## src/hdl/tbs_pkg.sv

```systemverilog
`timescale 1ns / 1ps
// ----------------------------------------------------------------------------
// tbs_pkg
// Shared types, widths and helpers of the Tanimoto bitset score core.
// ----------------------------------------------------------------------------
package tbs_pkg;

  localparam int WordW     = 64;
  localparam int SliceW    = 32;
  localparam int NumSlices = WordW / SliceW;
  localparam int SliceIdxW = (NumSlices > 1) ? $clog2(NumSlices) : 1;
  localparam int PopW      = $clog2(SliceW + 1);
  localparam int CountW    = 13;
  localparam int UnionW    = 14;
  localparam int FracBits  = 16;
  localparam int ScoreW    = FracBits + 1;
  localparam int RemW      = UnionW + 1;
  localparam int AluW      = RemW + 1;
  localparam int DivCntW   = $clog2(FracBits);

  localparam logic [CountW-1:0] CommonMax = {CountW{1'b1}};
  localparam logic [ScoreW-1:0] ScoreOne  = {1'b1, {FracBits{1'b0}}};

  typedef struct packed {
    logic [WordW-1:0]  exp_word;
    logic [WordW-1:0]  lib_word;
    logic              last_word;
    logic [CountW-1:0] exp_count;
    logic [CountW-1:0] lib_count;
  } tbs_in_t;

  typedef struct packed {
    logic [ScoreW-1:0] score;
    logic [CountW-1:0] common_bits;
    logic [UnionW-1:0] union_bits;
  } tbs_out_t;

  typedef enum logic [2:0] {
    OP_NONE  = 3'd0,
    OP_COUNT = 3'd1,
    OP_TOTAL = 3'd2,
    OP_UNION = 3'd3,
    OP_CMP   = 3'd4,
    OP_DIV   = 3'd5
  } alu_op_e;

  typedef struct packed {
    alu_op_e              op;
    logic                 step;
    logic                 load_in;
    logic                 emit;
    logic [SliceIdxW-1:0] slice;
  } tbs_ctrl_t;

  typedef struct packed {
    logic geq;
    logic last;
    logic no_score;
    logic out_busy;
  } tbs_status_t;

  function automatic logic [PopW-1:0] popcount32(input logic [SliceW-1:0] v);
    logic [2:0]      nib [SliceW/4];
    logic [PopW-1:0] acc;
    for (int i = 0; i < SliceW / 4; i++) begin
      nib[i] = 3'(v[4*i]) + 3'(v[4*i+1]) + 3'(v[4*i+2]) + 3'(v[4*i+3]);
    end
    acc = '0;
    for (int i = 0; i < SliceW / 4; i++) begin
      acc = acc + PopW'(nib[i]);
    end
    return acc;
  endfunction

endpackage

```

## src/hdl/tbs_alu.sv

```systemverilog
`timescale 1ns / 1ps
// ----------------------------------------------------------------------------
// tbs_alu
// Shared adder with carry in and carry out; subtracts when fed ~b and cin.
// ----------------------------------------------------------------------------
module tbs_alu (
  input  logic [tbs_pkg::AluW-1:0] a_i,
  input  logic [tbs_pkg::AluW-1:0] b_i,
  input  logic                     cin_i,
  output logic [tbs_pkg::AluW-1:0] sum_o,
  output logic                     cout_o
);
  import tbs_pkg::*;

  logic [AluW:0] full;

  assign full   = {1'b0, a_i} + {1'b0, b_i} + {{AluW{1'b0}}, cin_i};
  assign sum_o  = full[AluW-1:0];
  assign cout_o = full[AluW];

endmodule

```

## src/hdl/tbs_datapath.sv

```systemverilog
`timescale 1ns / 1ps
// ----------------------------------------------------------------------------
// tbs_datapath
// Word registers, intersection accumulator, divider registers and the
// output register, all around one shared adder.
// ----------------------------------------------------------------------------
module tbs_datapath (
  input  logic                   clk_i,
  input  logic                   rst_ni,
  input  tbs_pkg::tbs_ctrl_t     ctrl_i,
  input  tbs_pkg::tbs_in_t       in_word_i,
  input  logic                   out_stall_i,
  output tbs_pkg::tbs_status_t   status_o,
  output logic                   out_valid_o,
  output tbs_pkg::tbs_out_t      out_word_o
);
  import tbs_pkg::*;

  logic [WordW-1:0]    and_q;
  logic                last_q;
  logic [CountW-1:0]   ec_q, lc_q;
  logic [CountW-1:0]   acc_q, acc_d;
  logic [RemW-1:0]     rem_q;
  logic [UnionW-1:0]   uni_q;
  logic [FracBits-1:0] quo_q;
  logic                sat_q;
  logic                out_valid_q, out_valid_d;
  tbs_out_t            out_q;

  logic [PopW-1:0]     pop;
  logic [AluW-1:0]     inter_ext, uni_ext, alu_a, alu_b, alu_sum;
  logic                alu_cin, alu_cout;
  logic [CountW-1:0]   count_sat;
  logic                zero_case;
  logic [ScoreW-1:0]   score;

  assign pop       = popcount32(and_q[ctrl_i.slice*SliceW +: SliceW]);
  assign inter_ext = AluW'(acc_q);
  assign uni_ext   = AluW'(uni_q);

  always_comb begin
    alu_a   = '0;
    alu_b   = '0;
    alu_cin = 1'b0;
    case (ctrl_i.op)
      OP_COUNT: begin
        alu_a = inter_ext;
        alu_b = AluW'(pop);
      end
      OP_TOTAL: begin
        alu_a = AluW'(ec_q);
        alu_b = AluW'(lc_q);
      end
      OP_UNION: begin
        alu_a   = AluW'(rem_q);
        alu_b   = ~inter_ext;
        alu_cin = 1'b1;
      end
      OP_CMP: begin
        alu_a   = inter_ext;
        alu_b   = ~uni_ext;
        alu_cin = 1'b1;
      end
      OP_DIV: begin
        alu_a   = {rem_q, 1'b0};
        alu_b   = ~uni_ext;
        alu_cin = 1'b1;
      end
      default: begin
        alu_a = '0;
      end
    endcase
  end

  tbs_alu u_alu (
    .a_i    (alu_a),
    .b_i    (alu_b),
    .cin_i  (alu_cin),
    .sum_o  (alu_sum),
    .cout_o (alu_cout)
  );

  // clamp the running intersection at its largest code
  assign count_sat = (alu_sum > AluW'(CommonMax)) ? CommonMax : alu_sum[CountW-1:0];

  always_comb begin
    acc_d = acc_q;
    if (ctrl_i.emit) begin
      acc_d = '0;
    end else if (ctrl_i.step && ctrl_i.op == OP_COUNT) begin
      acc_d = count_sat;
    end
  end

  always_comb begin
    out_valid_d = out_valid_q;
    if (ctrl_i.emit) begin
      out_valid_d = 1'b1;
    end else if (!out_stall_i) begin
      out_valid_d = 1'b0;
    end
  end

  always_ff @(posedge clk_i or negedge rst_ni) begin
    if (!rst_ni) begin
      acc_q       <= '0;
      out_valid_q <= 1'b0;
    end else begin
      acc_q       <= acc_d;
      out_valid_q <= out_valid_d;
    end
  end

  always_ff @(posedge clk_i) begin
    if (ctrl_i.load_in) begin
      and_q  <= in_word_i.exp_word & in_word_i.lib_word;
      last_q <= in_word_i.last_word;
      ec_q   <= in_word_i.exp_count;
      lc_q   <= in_word_i.lib_count;
    end
    if (ctrl_i.step) begin
      case (ctrl_i.op)
        OP_TOTAL: rem_q <= alu_sum[RemW-1:0];
        // keep the difference only when total exceeds the intersection
        OP_UNION: uni_q <= alu_cout ? alu_sum[UnionW-1:0] : '0;
        OP_CMP: begin
          rem_q <= RemW'(acc_q);
          sat_q <= alu_cout;
        end
        OP_DIV: begin
          rem_q <= alu_cout ? alu_sum[RemW-1:0] : alu_a[RemW-1:0];
          quo_q <= {quo_q[FracBits-2:0], alu_cout};
        end
        default: begin
          sat_q <= sat_q;
        end
      endcase
    end
    if (ctrl_i.emit) begin
      out_q.score       <= score;
      out_q.common_bits <= acc_q;
      out_q.union_bits  <= uni_q;
    end
  end

  assign zero_case = ((ec_q == '0) && (lc_q == '0)) || (uni_q == '0);

  always_comb begin
    if (zero_case) begin
      score = '0;
    end else if (sat_q) begin
      score = ScoreOne;
    end else begin
      score = {1'b0, quo_q};
    end
  end

  assign status_o.geq      = alu_cout;
  assign status_o.last     = last_q;
  assign status_o.no_score = zero_case;
  assign status_o.out_busy = out_valid_q && out_stall_i;

  assign out_valid_o = out_valid_q;
  assign out_word_o  = out_q;

endmodule

```

## src/hdl/tbs_seq.sv

```systemverilog
`timescale 1ns / 1ps
// ----------------------------------------------------------------------------
// tbs_seq
// Sequencer that steps the shared adder through counting, union and the
// bit-per-cycle division.
// ----------------------------------------------------------------------------
module tbs_seq (
  input  logic                  clk_i,
  input  logic                  rst_ni,
  input  logic                  in_valid_i,
  output logic                  in_stall_o,
  input  tbs_pkg::tbs_status_t  status_i,
  output tbs_pkg::tbs_ctrl_t    ctrl_o
);
  import tbs_pkg::*;

  typedef enum logic [6:0] {
    S_IDLE   = 7'b0000001,
    S_COUNT  = 7'b0000010,
    S_TOTAL  = 7'b0000100,
    S_UNION  = 7'b0001000,
    S_CMP    = 7'b0010000,
    S_DIV    = 7'b0100000,
    S_FINISH = 7'b1000000
  } tbs_state_e;

  tbs_state_e           state_q, state_d;
  logic [SliceIdxW-1:0] slice_q, slice_d;
  logic [DivCntW-1:0]   cnt_q, cnt_d;

  always_comb begin
    state_d        = state_q;
    slice_d        = slice_q;
    cnt_d          = cnt_q;
    ctrl_o.op      = OP_NONE;
    ctrl_o.step    = 1'b0;
    ctrl_o.load_in = 1'b0;
    ctrl_o.emit    = 1'b0;
    ctrl_o.slice   = slice_q;
    case (state_q)
      S_IDLE: begin
        if (in_valid_i) begin
          ctrl_o.load_in = 1'b1;
          slice_d        = '0;
          state_d        = S_COUNT;
        end
      end
      S_COUNT: begin
        ctrl_o.op   = OP_COUNT;
        ctrl_o.step = 1'b1;
        if (slice_q == SliceIdxW'(NumSlices - 1)) begin
          slice_d = '0;
          state_d = status_i.last ? S_TOTAL : S_IDLE;
        end else begin
          slice_d = slice_q + 1'b1;
        end
      end
      S_TOTAL: begin
        ctrl_o.op   = OP_TOTAL;
        ctrl_o.step = 1'b1;
        state_d     = S_UNION;
      end
      S_UNION: begin
        ctrl_o.op   = OP_UNION;
        ctrl_o.step = 1'b1;
        state_d     = S_CMP;
      end
      S_CMP: begin
        if (status_i.no_score) begin
          state_d = S_FINISH;
        end else begin
          ctrl_o.op   = OP_CMP;
          ctrl_o.step = 1'b1;
          cnt_d       = '0;
          // intersection at or above union saturates, no division needed
          state_d     = status_i.geq ? S_FINISH : S_DIV;
        end
      end
      S_DIV: begin
        ctrl_o.op   = OP_DIV;
        ctrl_o.step = 1'b1;
        if (cnt_q == DivCntW'(FracBits - 1)) begin
          state_d = S_FINISH;
        end else begin
          cnt_d = cnt_q + 1'b1;
        end
      end
      S_FINISH: begin
        // hold until the output register is free
        if (!status_i.out_busy) begin
          ctrl_o.emit = 1'b1;
          state_d     = S_IDLE;
        end
      end
      default: begin
        state_d = S_IDLE;
      end
    endcase
  end

  always_ff @(posedge clk_i or negedge rst_ni) begin
    if (!rst_ni) begin
      state_q <= S_IDLE;
      slice_q <= '0;
      cnt_q   <= '0;
    end else begin
      state_q <= state_d;
      slice_q <= slice_d;
      cnt_q   <= cnt_d;
    end
  end

  assign in_stall_o = (state_q != S_IDLE);

endmodule

```

## src/hdl/tanimoto_bitset_score_core.sv

```systemverilog
`timescale 1ns / 1ps
// ----------------------------------------------------------------------------
// tanimoto_bitset_score_core
// Tanimoto similarity of two bit vectors streamed as 64-bit word pairs.
// ----------------------------------------------------------------------------
// A word pair is taken into the word registers and its AND is counted 32
// bits a cycle by the shared adder; a word that is not the last then frees
// the input. The last word then runs the count total, the union, the
// saturation compare and a restoring division of one quotient bit per cycle
// on the same adder (no compare without a score, no division at saturation),
// and S_FINISH loads the output register, held while an earlier result
// still waits under stall. The result sits in that register while the next
// vector's words are already taken.
module tanimoto_bitset_score_core (
  input  logic               clk_i,
  input  logic               rst_ni,
  input  logic               in_valid_i,
  output logic               in_stall_o,
  input  tbs_pkg::tbs_in_t   in_word_i,
  output logic               out_valid_o,
  input  logic               out_stall_i,
  output tbs_pkg::tbs_out_t  out_word_o
);
  import tbs_pkg::*;

  tbs_ctrl_t   ctrl;
  tbs_status_t status;

  tbs_seq u_seq (
    .clk_i      (clk_i),
    .rst_ni     (rst_ni),
    .in_valid_i (in_valid_i),
    .in_stall_o (in_stall_o),
    .status_i   (status),
    .ctrl_o     (ctrl)
  );

  tbs_datapath u_datapath (
    .clk_i       (clk_i),
    .rst_ni      (rst_ni),
    .ctrl_i      (ctrl),
    .in_word_i   (in_word_i),
    .out_stall_i (out_stall_i),
    .status_o    (status),
    .out_valid_o (out_valid_o),
    .out_word_o  (out_word_o)
  );

endmodule

```

## config.mk

```make
export PLATFORM = sky130hd
export DESIGN_NAME = tanimoto_bitset_score_core
export DESIGN_NICKNAME = d
export VERILOG_FILES = /design/src/hdl/tbs_pkg.sv /design/src/hdl/tbs_alu.sv /design/src/hdl/tbs_datapath.sv /design/src/hdl/tbs_seq.sv /design/src/hdl/tanimoto_bitset_score_core.sv
export SDC_FILE = /design/constraint.sdc
export NUM_CORES = 1
export LEC_CHECK = 0
export BUFFER_PORTS_ARGS = -buffer_cell sky130_fd_sc_hd__buf_2
export CORE_UTILIZATION = 40
export CTS_BUF_LIST = sky130_fd_sc_hd__clkbuf_8
export DETAILED_ROUTE_END_ITERATION = 7
export SETUP_SLACK_MARGIN = 0.2
export SYNTH_ARGS = -nofsm -noshare
export SYNTH_HDL_FRONTEND = slang
export SYNTH_SLANG_ARGS = --single-unit
```

## constraint.sdc

```tcl
create_clock -name clk_i -period 7.83 [get_ports clk_i]
set_clock_uncertainty 0.15 [all_clocks]
set_input_delay 1.566 -clock clk_i [delete_from_list [all_inputs] [get_ports clk_i]]
set_output_delay 1.566 -clock clk_i [all_outputs]
set_load 0.005 [all_outputs]
```

After elaboration in Yosys (flattened, before gate mapping). Cells that the tools add are included.

Add/sub/neg operators: 35. Multipliers: 0. Div/mod/pow operators: 0. Order comparisons: 1. Equality and inequality tests: 21. Shift operators: 1. Mux-type cells: 31. Bitwise logic cells: 3. Reduce and logical (&&, ||, !) cells: 22.

Operator list (number): 16-bit one-hot mux with 4 select lines (2); 64-bit AND (1); 64-bit by 7-bit indexed part select with 32-bit output (1); 7-bit one-hot mux with 7 select lines (1); 3-bit by 1-bit adder with 3-bit output (16); 15-bit one-hot mux with 3 select lines (1); 7-bit 2-to-1 mux (6); 13-bit 2-to-1 mux (3); 6-bit by 3-bit adder with 6-bit output (6); 13-bit logical NOT (2); 4-bit one-hot mux with 5 select lines (1); 16-bit by 16-bit adder with 17-bit output (1); 17-bit by 1-bit adder with 17-bit output (1); 17-bit 2-to-1 mux (1); 1-bit by 1-bit adder with 2-bit output (8); 16-bit by 13-bit greater-than comparator with 1-bit output, second input constant (1); 13-bit inverter with 16-bit output (1); 14-bit inverter with 16-bit output (1); 15-bit 2-to-1 mux (1); 14-bit logical NOT (1); 4-bit 2-to-1 mux (3); 2-bit AND reduction (5); 1-bit 2-to-1 mux (9); 2-bit != test, second input constant (4); 27 further kinds (37).

Register bits: 207. Bits in latches: 0. RAM bits: 0. ROM bits: 0. Bits of input ports: 159. Output and inout bits: 46. Word-level logic and storage cells: 131. Memories kept: 0.

Longest topological paths before layout.
Depth after elaboration: 18. Mapped depth: 37. Mapped depth without buffers: 33.

Cells and area by module. Synthesis repeated with hierarchy kept, for this count alone.

Cell total of the unflattened synthesis: 804. Area, all modules: 10452.5 µm².

Modules (own cells, without submodules): tbs_datapath (times used 1, cells an instance 626, area an instance 8924.8 µm²); tbs_seq (times used 1, cells an instance 89, area an instance 794.5 µm²); tbs_alu (times used 1, cells an instance 89, area an instance 733.2 µm²).

Least setup slack after synthesis. Ideal clock, no wire load.

Kind: reg-to-reg. From: register u_seq.slice_q. To: register u_datapath.acc_q[3]. Data arrival time: 8.129 ns. Data required time: 7.548 ns. Setup slack: -0.581 ns. Stages on the path, launching flop included: 35. Path buffers: 3. Period minus slack after synthesis: 8.411 ns. Cell sequence: dfrtp_1 -> clkbuf_1 -> buf_1 -> mux2_2 -> ha_1 -> inv_1 -> fa_1 -> inv_1 -> ha_1 -> inv_1 -> fa_1 -> xnor2_1 -> fa_1 -> inv_1 -> fa_1 -> inv_1 -> fa_1 -> fa_1 -> inv_1 -> fa_1 -> inv_1 -> a21o_1 -> a21oi_1 -> xnor2_1 -> a221oi_1 -> o21ai_0 -> ha_1 -> nor3_1 -> o21bai_1 -> a31o_1 -> a311oi_2 -> o211ai_2 -> buf_6 -> nor3b_1 -> o21ai_1.

Longest elaborated chain between the ends: 18. Elaborated cells on any way between the ends: 39.

RTL lines: start, declared (RTL line tbs_seq.sv:28) `logic [SliceIdxW-1:0] slice_q, slice_d;`; start signal, assigned (RTL line tbs_seq.sv:108) `slice_q <= slice_d;`; 64-bit by 7-bit indexed part select with 32-bit output * (RTL line tbs_datapath.sv:37) `assign pop = popcount32(and_q[ctrl_i.slice*SliceW +: SliceW]);`; 1-bit by 1-bit adder with 2-bit output (RTL line tbs_pkg.sv:66) `nib[i] = 3'(v[4*i]) + 3'(v[4*i+1]) + 3'(v[4*i+2]) + 3'(v[4*i+3]);`; 3-bit by 1-bit adder with 3-bit output (2 in series) (RTL line tbs_pkg.sv:66); 3-bit by 3-bit adder with 4-bit output (RTL line tbs_pkg.sv:70) `acc = acc + PopW'(nib[i]);`; 6-bit by 3-bit adder with 6-bit output (5 in series) (RTL line tbs_pkg.sv:70); 6-bit by 3-bit adder with 6-bit output * (RTL line tbs_pkg.sv:70); 16-bit one-hot mux with 4 select lines * (RTL line tbs_datapath.sv:45) `case (ctrl_i.op)`; 16-bit by 16-bit adder with 17-bit output * (RTL line tbs_alu.sv:17) `assign full = {1'b0, a_i} + {1'b0, b_i} + {{AluW{1'b0}}, cin_i};`; 17-bit by 1-bit adder with 17-bit output * (RTL line tbs_alu.sv:17); 16-bit by 13-bit greater-than comparator with 1-bit output (RTL line tbs_datapath.sv:84) `assign count_sat = (alu_sum > AluW'(CommonMax)) ? CommonMax : alu_sum[CountW-1:0];`; 13-bit 2-to-1 mux * (RTL line tbs_datapath.sv:84); 13-bit 2-to-1 mux * (RTL line tbs_datapath.sv:90) `end else if (ctrl_i.step && ctrl_i.op == OP_COUNT) begin`; 13-bit 2-to-1 mux * (RTL line tbs_datapath.sv:88) `if (ctrl_i.emit) begin`; end signal, assigned (RTL line tbs_datapath.sv:106) `acc_q <= '0;`; end signal, assigned (RTL line tbs_datapath.sv:109) `acc_q <= acc_d;`; end, declared (RTL line tbs_datapath.sv:22) `logic [CountW-1:0] acc_q, acc_d;`.

Mark *: on every way between the ends. The rest lies on a longest branch, timed or not. The select of a mux whose other input is x is not followed. A chain may end at the register's enable or synchronous reset.

Worst setup path after layout.
From: register u_seq.slice_q. To: register u_datapath.rem_q[14], data pin.

Longest elaborated chain between the ends: 16. Elaborated cells on any way between the ends: 37.

RTL lines: 64-bit by 7-bit indexed part select with 32-bit output * (RTL line tbs_datapath.sv:37); 1-bit by 1-bit adder with 2-bit output (RTL line tbs_pkg.sv:66); 3-bit by 1-bit adder with 3-bit output (2 in series) (RTL line tbs_pkg.sv:66); 3-bit by 3-bit adder with 4-bit output (RTL line tbs_pkg.sv:70); 6-bit by 3-bit adder with 6-bit output (5 in series) (RTL line tbs_pkg.sv:70); 6-bit by 3-bit adder with 6-bit output * (RTL line tbs_pkg.sv:70); 16-bit one-hot mux with 4 select lines * (RTL line tbs_datapath.sv:45); 16-bit by 16-bit adder with 17-bit output * (RTL line tbs_alu.sv:17); 17-bit by 1-bit adder with 17-bit output * (RTL line tbs_alu.sv:17); 15-bit 2-to-1 mux (RTL line tbs_datapath.sv:131) `rem_q <= alu_cout ? alu_sum[RemW-1:0] : alu_a[RemW-1:0];`; 15-bit one-hot mux with 3 select lines * (RTL line tbs_datapath.sv:122) `case (ctrl_i.op)`; end signal, assigned (RTL line tbs_datapath.sv:123) `OP_TOTAL: rem_q <= alu_sum[RemW-1:0];`; end signal, assigned (RTL line tbs_datapath.sv:127) `rem_q <= RemW'(acc_q);`; end signal, assigned (RTL line tbs_datapath.sv:131); end, declared (RTL line tbs_datapath.sv:23) `logic [RemW-1:0] rem_q;`.

Mark *: on every way between the ends. The rest lies on a longest branch, timed or not.

==> impl_metrics.yaml <==
run_status:
  status: "finished clean"
sta:
  hold_viol: 0
  drv_slew: 0
  finalSetupViolCount: 0
  tightest_slew_ns: 1.239
  relSlewSlack_pct: 17.22
  period_needed_ns: 7.820
  fin_ws_ns: 0.01003
  timing.fmax_mhz: 127.9
  finalCritPeriodShare_pct: 99.87
  rsz0062_at_grt: "true"
clock_network:
  numCtsBuffers: 37
  cts.sinks: 207
  clock_latency_ns: 0.53
  clk_pin_slew_ns: 0.06
  cts_hold_buf: 0
  ctsHtreeMaxLevel: 2
  clock-root-buffer: "clkbuf_8"
  ctsLongestPathBuffers: 3
  cts_tree: "built"
routing:
  vias_per_cell: 5.235
  wire_per_inst_um: 17.97
  dr.first_iter.drc_count: 482
  via_count: 7575
  route.detailed.drc: 0
  ant_nets: 0
  wl_um: 26010
  drt_pass1_iterations: 4
worst_setup_path:
  cp_slowest_cell: "fa_1"
  worstPathMaxFanout: 7
  critPathCaptureType: "flip-flop"
  cp_data_arrival_time_ns: 7.92
  worstReg2RegStart: "u_seq.slice_q$_DFFE_PN0P_"
  path_class: "flip-flop to flip-flop"
  cp-start-kind: "flip-flop"
  worstSetupStartpoint: "u_seq.slice_q$_DFFE_PN0P_"
  crit_required_ns: 7.93
  cpPeakStageDelay_ns: 0.53
yosys:
  synth_area_um2: 10510
  synth-async-reset-ratio_pct: 12.56
  synthCells: 820
  avgSynthCellArea_um2: 12.81
  synth.yosys.warnings: 0
  ys_seq_area_share_pct: 57.93
  synth.distinct_cells: 64
  synth_seq_cells: 207
  synth_edf_count: 181
  synthFlopType: "edfxtp_1"
  syn-num-nets: 1048
min_path:
  hp-class: "flip-flop to flip-flop"
  hp-start: "u_datapath.quo_q[13]$_DFFE_PP_"
final_layout:
  seqCellArea_um2: 6088
  area_delta_synth_final_pct: 27.86
  antenna_cells: 0
  multi_input_area_um2: 4494
  fin_util_pct: 52.75
  layout-drive-gt1-share_pct: 37.51
  nets: 1319
  n_fill_cell: 2228
global_routing:
  grt_max_degree: 92
  antenna_found_initial: 4
  track_usage_pct: 19.93
  grt_pass1_wl_um: 40630
  overflow: 0
  grt_pass1_vias: 7528
die:
  dieArea_um2: 26920
  die_w_um: 164.1
  initial_utilization_pct: 41.25
  dieHeight_um: 164.1
  std_cell_rows: 58
  ios: 205
  core_um2: 25470
placement:
  finalWeightedCongestion: 0.8709
  port_buffers: 204
  dp_slack_ns: -0.2294
  place_hpwl_um: 18510
job:
  max-cap-violations: 0
==> critical path: cells and delay by family, from the launching register on <==
kind,cells,cell delay (ns)
and+or+nand+nor,2,0.23
DFF,1,0.47
muxes,2,0.48
buffers and inverters,11,0.85
xor gates and xnor gates,1,0.14
adders and majority gates,11,3.92
AOI/OAI and AO/OA,8,1.29
==> layout by cell type, fill, tap and decap left out, types with 17 or more instances in the layout <==
cell type  Yosys  routed
inv_1         49      52
o21ai_1       15      20
mux2_2        27      17
edfxtp_1     181     181
clkbuf_8       0      40
buf_4          2      42
fa_1          24      22
buf_2          6     204
and2_1        87      84
dfrtp_1       25      24
o21ai_0       29      21
nor2_1        36      26
ha_1          45      38
a22oi_1       17      17
nand2_1       64      62
==> timing repair <==
item,in CTS,in global routing
pin swaps,36,11
cloned,2,0
setup endpoints to repair,39,46
resized for setup,80,24
setup buffers,21,2
==> registers in the layout, indices dropped and copies added (netlist names), 4 cells and up <==
register               flops
u_datapath.and_q          64
u_datapath.ec_q           13
u_datapath.out_word_o     44
u_datapath.quo_q          16
u_datapath.acc_q          13
u_datapath.lc_q           13
u_seq.state_q              7
u_seq.cnt_q                4
u_datapath.uni_q          14
u_datapath.rem_q          15
==> metal layers <==
metal  vias up  routed length [um]  track usage (%)  share of wire, %
met5         -                  29                0              0.11
met4         4                 561            6.397               2.2
met3        54                2206            4.571               8.5
met2       355               12210            32.53                47
met1      3580               11000            26.19                42
li1       3582                   -                -                 -
==> kinds of logic after synthesis <==
family / synth area share [%]
AND/OR/NAND/NOR: 13.03
flip-flops: 57.93
AO/OA/AOI/OAI: 10.00
buffers and inverters: 3.144
adder cells (fa/ha/maj): 9.931
multiplexers: 4.644
XOR/XNOR: 1.322
==> Yosys cell counts, types with 18 or more instances <==
library cell	count	area, um2
clkbuf_1	18	67.56
a21oi_1	18	90.09
o21ai_0	29	145.1
nor2_1	36	135.1
mux2_2	27	304.0
and2_1	87	544.3
dfrtp_1	25	625.6
ha_1	45	563.0
nand2_1	64	240.2
edfxtp_1	181	5435
inv_1	49	183.9
o221ai_1	19	166.4
fa_1	24	480.5
==> path summary, 6_finish.rpt <==
kind	cells past startpoint	to	slack [ns]
worst max register to register	35	u_datapath.rem_q[14]$_DFFE_PP_	0.01
min in group asynchronous	1	u_datapath.acc_q[11]$_DFFE_PN0P_	0.94
worst min-delay path	0	u_datapath.quo_q[14]$_DFFE_PP_	0.29
worst max-delay path	35	u_datapath.rem_q[14]$_DFFE_PP_	0.01
worst min register to register	0	u_datapath.quo_q[14]$_DFFE_PP_	0.29
max in group asynchronous	1	u_seq.slice_q$_DFFE_PN0P_	6.08
==> per-stage QoR <==
step | instances | hold WS [ns] | TNS (ns) | cell area (um2)
6_report | 1447 | 0.2897 | 0 | 13440
5_1_grt | 1447 | 0.2986 | -9.593 | 13440
4_1_cts | 1445 | 0.2941 | -0.1269 | 13310
3_5_place_dp | 1357 | 0.2793 | -4.464 | 12140
3_3_place_gp | 1357 | 0.2745 | -0.1705 | 12140
2_1_floorplan | 820 | 0.2674 | 0 | 10600
==> final cells by class <==
type                            instances  share of cell area (%)
Timing Repair Buffer                  261                   11.48
Inverter                               50                   1.499
Sequential cell                       207                   45.32
Multi-Input combinational cell        533                   33.45
Tap cell                              330                   3.073
Clock buffer                           40                   4.098
Timing Repair inverter                  1                 0.05588
Clock inverter                         25                   1.024
Power is left out: the tool's default activity adds up to more than one toggle a clock period on the data nets, which glitch-free logic cannot reach.
